===== src/hdl/sha1_pkg.sv =====
// ----------------------------------------------------------------------------
// sha1_pkg
// Types and constants shared by the SHA-1 engine modules.
// ----------------------------------------------------------------------------
package sha1_pkg;

  typedef logic [31:0] word5_t [5];

  localparam int unsigned SHA1_ROUNDS = 80;
  localparam int unsigned BlockBytes  = 64;
  localparam int unsigned LenStartPos = 56;
  localparam int unsigned DigestWords = 5;

  localparam word5_t SHA1_H_INIT = '{
    32'h6745_2301, 32'hEFCD_AB89, 32'h98BA_DCFE, 32'h1032_5476, 32'hC3D2_E1F0
  };

  localparam logic [31:0] SHA1_K [4] = '{
    32'h5A82_7999, 32'h6ED9_EBA1, 32'h8F1B_BCDC, 32'hCA62_C1D6
  };

  localparam logic [7:0] SHA1_PAD_BYTE = 8'h80;

  // sequencer states
  typedef enum logic [2:0] {
    ST_IDLE,
    ST_ROUND,
    ST_FINAL,
    ST_PAD,
    ST_EMIT
  } sha1_state_e;

  // schedule line control
  typedef struct packed {
    logic push;   // one message byte enters the word packer
    logic shift;  // one round consumes a schedule word
  } sched_ctrl_t;

  // round unit control
  typedef struct packed {
    logic load;   // copy chaining words into the working words
    logic step;   // run one round
  } round_ctrl_t;

endpackage


===== src/hdl/sha1_if.sv =====
// ----------------------------------------------------------------------------
// sha1_if
// Valid/ready channels for message bytes in and digest words out.
// ----------------------------------------------------------------------------
interface sha1_in_if;
  logic       valid;
  logic       ready;
  logic [7:0] data_byte;
  logic       byte_valid;
  logic       end_of_message;

  modport source (output valid, data_byte, byte_valid, end_of_message, input ready);
  modport sink   (input valid, data_byte, byte_valid, end_of_message, output ready);
endinterface

interface sha1_out_if;
  logic        valid;
  logic        ready;
  logic [31:0] digest_word;
  logic [2:0]  word_index;
  logic        last_word;

  modport source (output valid, digest_word, word_index, last_word, input ready);
  modport sink   (input valid, digest_word, word_index, last_word, output ready);
endinterface


===== src/hdl/sha1_sched.sv =====
// ----------------------------------------------------------------------------
// sha1_sched
// Packs bytes big-endian into words and holds the 16-word message schedule
// as a shift line; during rounds it extends the schedule one word a cycle.
// ----------------------------------------------------------------------------
module sha1_sched (
  input  logic                 clk_i,
  input  sha1_pkg::sched_ctrl_t ctrl_i,
  input  logic [7:0]           byte_i,
  input  logic [1:0]           slot_i,
  output logic [31:0]          w_o
);
  import sha1_pkg::*;

  logic [23:0] acc_q;
  logic [31:0] line_q [16];
  logic [31:0] expand;
  logic [31:0] new_word;
  logic        line_shift;

  // next schedule word from the fixed taps
  always_comb begin
    expand = line_q[13] ^ line_q[8] ^ line_q[2] ^ line_q[0];
    expand = {expand[30:0], expand[31]};
  end

  assign line_shift = ctrl_i.shift || (ctrl_i.push && (slot_i == 2'd3));
  assign new_word   = ctrl_i.shift ? expand : {acc_q, byte_i};

  // byte packer
  always_ff @(posedge clk_i) begin
    if (ctrl_i.push) begin
      case (slot_i)
        2'd0:    acc_q[23:16] <= byte_i;
        2'd1:    acc_q[15:8]  <= byte_i;
        2'd2:    acc_q[7:0]   <= byte_i;
        default: acc_q        <= acc_q;
      endcase
    end
  end

  // schedule shift line, oldest word at tap zero
  always_ff @(posedge clk_i) begin
    if (line_shift) begin
      for (int i = 0; i < 15; i++) begin
        line_q[i] <= line_q[i+1];
      end
      line_q[15] <= new_word;
    end
  end

  assign w_o = line_q[0];

endmodule


===== src/hdl/sha1_round.sv =====
// ----------------------------------------------------------------------------
// sha1_round
// Working words a..e, the round counter and the single round datapath that
// is reused for all 80 rounds of a block.
// ----------------------------------------------------------------------------
module sha1_round (
  input  logic                  clk_i,
  input  logic                  rst_ni,
  input  sha1_pkg::round_ctrl_t ctrl_i,
  input  sha1_pkg::word5_t      chain_i,
  input  logic [31:0]           w_i,
  output sha1_pkg::word5_t      work_o,
  output logic                  last_o
);
  import sha1_pkg::*;

  logic [6:0]  round_q, round_d;
  word5_t      work_q;
  logic [31:0] f_val;
  logic [31:0] k_val;
  logic [31:0] t_val;
  logic [31:0] a, b, c, d, e;

  assign a = work_q[0];
  assign b = work_q[1];
  assign c = work_q[2];
  assign d = work_q[3];
  assign e = work_q[4];

  // round function and constant by round group
  always_comb begin
    if (round_q < 7'd20) begin
      f_val = (b & c) | (~b & d);
      k_val = SHA1_K[0];
    end else if (round_q < 7'd40) begin
      f_val = b ^ c ^ d;
      k_val = SHA1_K[1];
    end else if (round_q < 7'd60) begin
      f_val = (b & c) | (b & d) | (c & d);
      k_val = SHA1_K[2];
    end else begin
      f_val = b ^ c ^ d;
      k_val = SHA1_K[3];
    end
    t_val = {a[26:0], a[31:27]} + f_val + e + k_val + w_i;
  end

  assign last_o = (round_q == 7'(SHA1_ROUNDS - 1));

  // round counter
  always_comb begin
    round_d = round_q;
    if (ctrl_i.load) begin
      round_d = '0;
    end else if (ctrl_i.step) begin
      round_d = last_o ? 7'd0 : round_q + 7'd1;
    end
  end

  always_ff @(posedge clk_i or negedge rst_ni) begin
    if (!rst_ni) begin
      round_q <= '0;
    end else begin
      round_q <= round_d;
    end
  end

  // working words
  always_ff @(posedge clk_i or negedge rst_ni) begin
    if (!rst_ni) begin
      for (int i = 0; i < 5; i++) begin
        work_q[i] <= '0;
      end
    end else if (ctrl_i.load) begin
      work_q <= chain_i;
    end else if (ctrl_i.step) begin
      work_q[4] <= d;
      work_q[3] <= c;
      work_q[2] <= {b[1:0], b[31:2]};
      work_q[1] <= a;
      work_q[0] <= t_val;
    end
  end

  assign work_o = work_q;

endmodule


===== src/hdl/sha1_hash_engine_unit.sv =====
// ----------------------------------------------------------------------------
// sha1_hash_engine_unit
// Streaming SHA-1 engine: byte stream in, five digest words out.
// ----------------------------------------------------------------------------
// Input channel in_i: one transaction carries an optional message byte
// (byte_valid) and an optional end_of_message mark. Output channel out_o:
// five transactions per message, h0 first, word_index 0..4, last_word on h4.
// A byte that does not fill a block leaves the input ready for the next
// byte. The byte that fills a 64-byte block closes the input while the
// single round unit runs the 80 rounds and the result is added into the
// chaining words. End of message: padding and length go in one byte per
// cycle, then one compression, or two when the 0x80 falls at byte 56 or
// later; then the five digest words follow, one per cycle while out_o is
// ready. in_i.ready is low from the end mark until h4 is taken.
// A stalled receiver simply holds the current digest word on out_o.
// Reset loads the initial chaining values, clears the bit count and byte
// position and leaves the engine idle and ready.
// ----------------------------------------------------------------------------
module sha1_hash_engine_unit (
  input  logic        clk_i,
  input  logic        rst_ni,
  sha1_in_if.sink     in_i,
  sha1_out_if.source  out_o
);
  import sha1_pkg::*;

  sha1_state_e state_q, state_d;
  word5_t      chain_q;
  word5_t      work;
  logic [63:0] bit_count_q;
  logic [5:0]  pos_q;
  logic [2:0]  idx_q;
  logic        pad_q, sent80_q, len_act_q;
  logic [31:0] w_word;
  logic        round_last;
  logic        in_acc, out_acc;
  logic        push_en;
  logic [7:0]  push_byte;
  logic [7:0]  len_byte;
  logic [2:0]  len_sel;
  logic        len_now;
  logic        block_full;
  sched_ctrl_t sched_ctrl;
  round_ctrl_t round_ctrl;

  assign in_acc  = in_i.valid && in_i.ready;
  assign out_acc = out_o.valid && out_o.ready;

  // length bytes, most significant first, at positions 56..63
  assign len_sel  = 3'd7 - pos_q[2:0];
  assign len_byte = 8'(bit_count_q >> {len_sel, 3'b000});
  assign len_now  = len_act_q || (sent80_q && (pos_q == 6'(LenStartPos)));

  // byte that enters the block this cycle
  always_comb begin
    push_en   = 1'b0;
    push_byte = in_i.data_byte;
    case (state_q)
      ST_IDLE: begin
        push_en = in_acc && in_i.byte_valid;
      end
      ST_PAD: begin
        push_en = 1'b1;
        if (!sent80_q) begin
          push_byte = SHA1_PAD_BYTE;
        end else if (len_now) begin
          push_byte = len_byte;
        end else begin
          push_byte = '0;
        end
      end
      default: push_en = 1'b0;
    endcase
  end

  assign block_full = push_en && (pos_q == 6'(BlockBytes - 1));

  // next state
  always_comb begin
    state_d = state_q;
    case (state_q)
      ST_IDLE: begin
        if (in_acc) begin
          if (block_full) begin
            state_d = ST_ROUND;
          end else if (in_i.end_of_message) begin
            state_d = ST_PAD;
          end
        end
      end
      ST_PAD: begin
        if (block_full) begin
          state_d = ST_ROUND;
        end
      end
      ST_ROUND: begin
        if (round_last) begin
          state_d = ST_FINAL;
        end
      end
      ST_FINAL: begin
        if (len_act_q) begin
          state_d = ST_EMIT;
        end else if (pad_q) begin
          state_d = ST_PAD;
        end else begin
          state_d = ST_IDLE;
        end
      end
      ST_EMIT: begin
        if (out_acc && (idx_q == 3'(DigestWords - 1))) begin
          state_d = ST_IDLE;
        end
      end
      default: state_d = ST_IDLE;
    endcase
  end

  // control outputs
  always_comb begin
    in_i.ready       = (state_q == ST_IDLE);
    out_o.valid      = (state_q == ST_EMIT);
    sched_ctrl.push  = push_en;
    sched_ctrl.shift = (state_q == ST_ROUND);
    round_ctrl.load  = (state_d == ST_ROUND) && (state_q != ST_ROUND);
    round_ctrl.step  = (state_q == ST_ROUND);
  end

  // digest word on the output channel
  assign out_o.digest_word = chain_q[idx_q];
  assign out_o.word_index  = idx_q;
  assign out_o.last_word   = (idx_q == 3'(DigestWords - 1));

  always_ff @(posedge clk_i or negedge rst_ni) begin
    if (!rst_ni) begin
      state_q <= ST_IDLE;
    end else begin
      state_q <= state_d;
    end
  end

  // byte position, bit count, padding flags and digest word index
  always_ff @(posedge clk_i or negedge rst_ni) begin
    if (!rst_ni) begin
      pos_q       <= '0;
      bit_count_q <= '0;
      pad_q       <= 1'b0;
      sent80_q    <= 1'b0;
      len_act_q   <= 1'b0;
      idx_q       <= '0;
    end else begin
      if (push_en) begin
        pos_q <= pos_q + 6'd1;
      end
      if ((state_q == ST_IDLE) && in_acc) begin
        if (in_i.byte_valid) begin
          bit_count_q <= bit_count_q + 64'd8;
        end
        if (in_i.end_of_message) begin
          pad_q <= 1'b1;
        end
      end
      if (state_q == ST_PAD) begin
        sent80_q <= 1'b1;
        if (len_now) begin
          len_act_q <= 1'b1;
        end
      end
      if (out_acc) begin
        if (idx_q == 3'(DigestWords - 1)) begin
          idx_q       <= '0;
          bit_count_q <= '0;
          pad_q       <= 1'b0;
          sent80_q    <= 1'b0;
          len_act_q   <= 1'b0;
        end else begin
          idx_q <= idx_q + 3'd1;
        end
      end
    end
  end

  // chaining words
  always_ff @(posedge clk_i or negedge rst_ni) begin
    if (!rst_ni) begin
      chain_q <= SHA1_H_INIT;
    end else if (state_q == ST_FINAL) begin
      for (int i = 0; i < 5; i++) begin
        chain_q[i] <= chain_q[i] + work[i];
      end
    end else if (out_acc && (idx_q == 3'(DigestWords - 1))) begin
      chain_q <= SHA1_H_INIT;
    end
  end

  sha1_sched u_sched (
    .clk_i  (clk_i),
    .ctrl_i (sched_ctrl),
    .byte_i (push_byte),
    .slot_i (pos_q[1:0]),
    .w_o    (w_word)
  );

  sha1_round u_round (
    .clk_i   (clk_i),
    .rst_ni  (rst_ni),
    .ctrl_i  (round_ctrl),
    .chain_i (chain_q),
    .w_i     (w_word),
    .work_o  (work),
    .last_o  (round_last)
  );

endmodule


===== src/flat_wrapper.sv =====
// flat-port wrapper written by rule: the top's interface ports become plain ports
module sha1_hash_engine_unit_flat import sha1_pkg::*;
  (clk_i, rst_ni, in_i_valid, in_i_data_byte, in_i_byte_valid, in_i_end_of_message, in_i_ready, out_o_valid, out_o_digest_word, out_o_word_index, out_o_last_word, out_o_ready);
  sha1_in_if in_i_i ();
  sha1_out_if out_o_i ();
  input  logic clk_i;
  input  logic rst_ni;
  input wire logic [$bits(in_i_i.valid)-1:0] in_i_valid;
  input wire logic [$bits(in_i_i.data_byte)-1:0] in_i_data_byte;
  input wire logic [$bits(in_i_i.byte_valid)-1:0] in_i_byte_valid;
  input wire logic [$bits(in_i_i.end_of_message)-1:0] in_i_end_of_message;
  output wire logic [$bits(in_i_i.ready)-1:0] in_i_ready;
  output wire logic [$bits(out_o_i.valid)-1:0] out_o_valid;
  output wire logic [$bits(out_o_i.digest_word)-1:0] out_o_digest_word;
  output wire logic [$bits(out_o_i.word_index)-1:0] out_o_word_index;
  output wire logic [$bits(out_o_i.last_word)-1:0] out_o_last_word;
  input wire logic [$bits(out_o_i.ready)-1:0] out_o_ready;
  assign in_i_i.valid = in_i_valid;
  assign in_i_i.data_byte = in_i_data_byte;
  assign in_i_i.byte_valid = in_i_byte_valid;
  assign in_i_i.end_of_message = in_i_end_of_message;
  assign in_i_ready = in_i_i.ready;
  assign out_o_valid = out_o_i.valid;
  assign out_o_digest_word = out_o_i.digest_word;
  assign out_o_word_index = out_o_i.word_index;
  assign out_o_last_word = out_o_i.last_word;
  assign out_o_i.ready = out_o_ready;
  sha1_hash_engine_unit u_core (.clk_i(clk_i), .rst_ni(rst_ni), .in_i(in_i_i), .out_o(out_o_i));
endmodule

===== config.mk =====
export PLATFORM = sky130hd
export DESIGN_NAME = sha1_hash_engine_unit_flat
export DESIGN_NICKNAME = d
export VERILOG_FILES = /design/src/hdl/sha1_pkg.sv /design/src/hdl/sha1_if.sv /design/src/hdl/sha1_sched.sv /design/src/hdl/sha1_round.sv /design/src/hdl/sha1_hash_engine_unit.sv /design/src/flat_wrapper.sv
export SDC_FILE = /design/constraint.sdc
export NUM_CORES = 2
export LEC_CHECK = 0
export ABC_AREA = 0
export CAP_MARGIN = 20
export CORE_AREA = 3 3 377 342
export CTS_CLUSTER_DIAMETER = 80
export DETAILED_ROUTE_END_ITERATION = 8
export DIE_AREA = 0 0 380 345
export DONT_BUFFER_PORTS = 1
export PLACE_DENSITY_LB_ADDON = 0.25
export SKIP_LAST_GASP = 1
export SLEW_MARGIN = 40
export SYNTH_ARGS = -nofsm -noshare
export SYNTH_HDL_FRONTEND = slang
export SYNTH_HIERARCHICAL = 1
export SYNTH_SLANG_ARGS = --single-unit

===== constraint.sdc =====
create_clock -name clk_i -period 13.45 [get_ports clk_i]
set_clock_uncertainty 0.2 [all_clocks]
set_input_delay 0.6725 -clock clk_i [delete_from_list [all_inputs] [get_ports clk_i]]
set_output_delay 0.6725 -clock clk_i [all_outputs]
set_load 0.01 [all_outputs]

==> Flow_metrics.wiki <==
{| class="wikitable"
! Metric !! Value
|-
| Final standard cell utilization of the core || 0.442
|-
| Tightest Hold Check Type || primary input to flip-flop
|-
| Clk Latency, worst-skew pair || 730 ps
|-
| Main combinational cell family by area after synthesis || compound AO/OA/AOI/OAI gates
|-
| Cell Area, Synth || 50000 µm²
|-
| Total CTS buffers || 103
|-
| Category of the most critical setup path || flip-flop to flip-flop
|-
| Total of buffers placed on input and output ports || 0
|-
| CTS H-Tree Depth || 3
|-
| Flip-flop cell with the highest count after synthesis || sky130_fd_sc_hd__edfxtp_1
|-
| Syn avg cell area || 11.4 µm²
|-
| First DRT Iteration DRCs || 3139
|-
| Warnings, synthesis || 6
|-
| Layout overhead on the synthesized area || 10.5%
|-
| Setup total negative slack || 0 ps
|-
| Most frequent cell on the critical path || sky130_fd_sc_hd__fa_1
|-
| Proportion of register bits with asynchronous set or reset after synthesis || 0.429
|-
| Peak clock frequency supported by timing || 140 MHz
|-
| Share of synthesized cell area in full adder, half adder and majority cells || 0.0998
|-
| Worst-margin pin slew || 892 ps
|-
| Worst setup margin || 6300 ps
|-
| Gr ovfl total || 0
|-
| Via Count || 33700
|-
| Clock slew at reported path FFs || 60 ps
|-
| Area share of the largest cell type after synthesis || 0.322
|-
| RSZ-0062 raised after global routing || false
|-
| TritonCTS clock tree || done
|-
| Max Cap Violations || 0
|-
| Number of distinct library cells after synthesis || 105
|-
| Number of nets with antenna violations after detailed routing || 0
|-
| Fraction of the mapped netlist area in simple logic gates || 0.0906
|-
| Worst r2r src || u_core/u_round/round_q[4]$_DFFE_PN0P_
|-
| Detailed-router iteration count before antenna repair || 6
|-
| Avg Vias per Cell || 5.51
|-
| Number of antenna violations at the first check in global routing || 2
|-
| Worst R2R Setup Slack || 6300 ps
|-
| Clock root cell || sky130_fd_sc_hd__clkbuf_16
|-
| Boundary pin count || 52
|-
| Hold buffer count at CTS || 4
|-
| Pre-CTS setup slack || 6380 ps
|-
| Number of enable flip-flop cells after synthesis || 536
|-
| Core ar. || 125000 µm²
|-
| CP max FO || 19
|-
| Crit-path cells || a41oi_2 -> nand2_2 -> nand2_4 -> clkinv_1 -> a221oi_1 -> fa_1 -> fa_1 -> fa_1 -> inv_1 -> ha_1 -> inv_1 -> fa_1 -> nor2b_1 -> o2111ai_1 -> nand4_1 -> a21bo_2 -> a2111oi_2 -> o31ai_1 -> mux2i_1 -> o311ai_1
|-
| Final Max Slew Viols || 0
|-
| CTS sink count || 939
|-
| Standard-cell rows || 123
|-
| Initial Util || 0.400
|-
| Critical Path End Type || flip-flop
|-
| Cell with the most instances after synthesis || sky130_fd_sc_hd__edfxtp_1
|-
| Number of setup buffers added after CTS || 0
|-
| Routed wire length || 134000 µm
|-
| Largest area contributor in the synthesized netlist || sky130_fd_sc_hd__edfxtp_1
|-
| Flip-flop and latch count after synthesis || 939
|-
| Number of buffers between clock root and the deepest sink || 3
|-
| Beginning of the worst hold path || in_i_byte_valid
|-
| Detailed-route wire length per cell || 21.9 µm
|-
| Result of the run || finished, final reports clean
|-
| Chip width || 380 µm
|-
| Worst endpoint data arrival time || 7520 ps
|-
| Shortest period the worst path allows || 7150 ps
|-
| Maximum number of pins on one net before global-route repair || 404
|-
| Top cells by count, synth || 536 x sky130_fd_sc_hd__edfxtp_1, 374 x sky130_fd_sc_hd__nand2_1, 347 x sky130_fd_sc_hd__o21ai_0
|-
| Global placer's final weighted congestion || 0.917
|-
| Synth Area in Compound Gates || 0.136
|-
| Fraction of synthesized cell area in xor and xnor cells || 0.0532
|-
| Share of cell area taken by muxes after synthesis || 0.0557
|-
| Startpoint kind of the worst setup timing path || flip-flop
|-
| Hold Violations, Final || 0
|-
| Number of failing setup endpoints in the final timing report || 0
|-
| Slowest Stage Delay on Critical Path || 630 ps
|-
| Critical path startpoint || u_core/u_round/round_q[4]$_DFFE_PN0P_
|-
| Number of standard cells after synthesis || 4397
|-
| Remaining max-slew budget at the tightest pin || 0.403
|-
| Vias in the first global route || 32300
|-
| Final routed DRC violation total || 0
|-
| Net count reported at finish || 4671
|-
| DP HPWL || 93300 µm
|-
| Sequential cell area fraction in the yosys report || 0.525
|-
| Final Cycle Share || 0.531
|-
| Overall die height || 345 µm
|-
| Number of nets in the synthesized netlist || 4735
|-
| Slowest cell on the critical path || sky130_fd_sc_hd__clkinv_1
|-
| Total routing resource utilization after global routing || 0.201
|-
| Hold slack || 46.8 ps
|-
| Count of cells resized by post-cts repair || 0
|-
| Area contributors post-synth || sky130_fd_sc_hd__edfxtp_1 32%, sky130_fd_sc_hd__dfrtp_1 16%, sky130_fd_sc_hd__fa_1 5.0%
|-
| Wire length of the first global-routing pass || 204000 µm
|-
| Crit path required time || 13820 ps
|-
| Ratio of cells with drive above 1 in the final layout || 0.0844
|-
| Die area || 131000 µm²
|}
-- routing by layer --
| layer | vias up | track usage | routed length, µm |
|---|---|---|---|
| li1 | 15700 | - | - |
| met1 | 16800 | 0.303 | 64200 |
| met2 | 990 | 0.297 | 58000 |
| met3 | 187 | 0.0345 | 8240 |
| met4 | 0 | 0.0564 | 3600 |
| met5 | - | 0 | 0 |
-- area by class of cell --
class / count / area [µm²]
Fill cell: 11600 / 69700
Sequential cell: 939 / 26300
Multi-Input combinational cell: 2978 / 21800
Clock buffer: 125 / 2750
Tap cell: 1687 / 2110
Inverter: 265 / 995
Clock inverter: 69 / 744
Timing Repair Buffer: 46 / 546
Antenna cell: 2 / 5.00
-- logic make-up after synthesis --
family                   count (synthesis)
buffers and inverters                  480
AO/OA/AOI/OAI                         1102
flip-flops                             939
AND/OR/NAND/NOR                        986
multiplexers                           262
adder cells (fa/ha/maj)                324
XOR/XNOR                               304
-- stage by stage --
stage	area (µm²)	cells
after floorplan	50000	4397
after global placement	51500	5904
after detailed placement	51600	5907
after CTS	55200	6105
after global routing	55300	6110
final	55300	6111
-- worst max-delay path, delay by kind of cell, from the launching register on --
family / cells / cell delay, ps
adders and majority gates: 5 / 2120
AOI/OAI and AO/OA: 7 / 1960
muxes: 1 / 220
buffers and inverters: 3 / 780
and+or+nand+nor: 4 / 1220
DFF: 1 / 490
-- state kept, by name, indices dropped and copies added (netlist names) --
signal	count
u_core/pos_q	6
u_core/u_sched/line_q	512
u_core/u_round/a	32
u_core/u_round/c	32
u_core/pad_q	1
u_core/out_o.word_index	3
u_core/sent80_q	1
u_core/chain_q	160
u_core/u_round/b	32
u_core/u_round/e	32
u_core/state_q	3
u_core/bit_count_q	61
u_core/u_sched/acc_q	24
u_core/u_round/d	32
u_core/u_round/round_q	7
u_core/len_act_q	1
-- path summary, 6_finish.rpt --
check | to | cells past startpoint
hold reg to reg | u_core/u_sched/line_q[2][47]$_DFFE_PP_ | 0
hold / removal | u_core/bit_count_q[4]$_DFF_PN0_ | 3
setup / recovery | u_core/u_round/a[29]$_DFFE_PN0P_ | 20
setup reg to reg | u_core/u_round/a[29]$_DFFE_PN0P_ | 20
min in group asynchronous | u_core/u_round/d[0]$_DFFE_PN0P_ | 2
max in group asynchronous | u_core/bit_count_q[28]$_DFF_PN0_ | 4
-- layout by cell type, fill, tap and decap left out, types with 29 or more instances in the layout --
cell / instances
sky130_fd_sc_hd__nand2_1: 373
sky130_fd_sc_hd__ha_1: 199
sky130_fd_sc_hd__xnor2_1: 202
sky130_fd_sc_hd__nor2_1: 271
sky130_fd_sc_hd__nand4_1: 29
sky130_fd_sc_hd__nor3_1: 58
sky130_fd_sc_hd__clkbuf_16: 103
sky130_fd_sc_hd__a21o_1: 110
sky130_fd_sc_hd__fa_1: 125
sky130_fd_sc_hd__dfstp_2: 80
sky130_fd_sc_hd__a21oi_1: 333
sky130_fd_sc_hd__o21bai_1: 32
sky130_fd_sc_hd__edfxtp_1: 536
sky130_fd_sc_hd__dfrtp_1: 321
sky130_fd_sc_hd__xor2_1: 102
sky130_fd_sc_hd__or3_1: 29
sky130_fd_sc_hd__nand3_1: 84
sky130_fd_sc_hd__inv_1: 262
sky130_fd_sc_hd__o22ai_1: 35
sky130_fd_sc_hd__o21ai_0: 343
sky130_fd_sc_hd__mux2i_1: 248
Power is left out: the tool's default activity adds up to more than one toggle a clock period on the data nets, which glitch-free logic cannot reach.
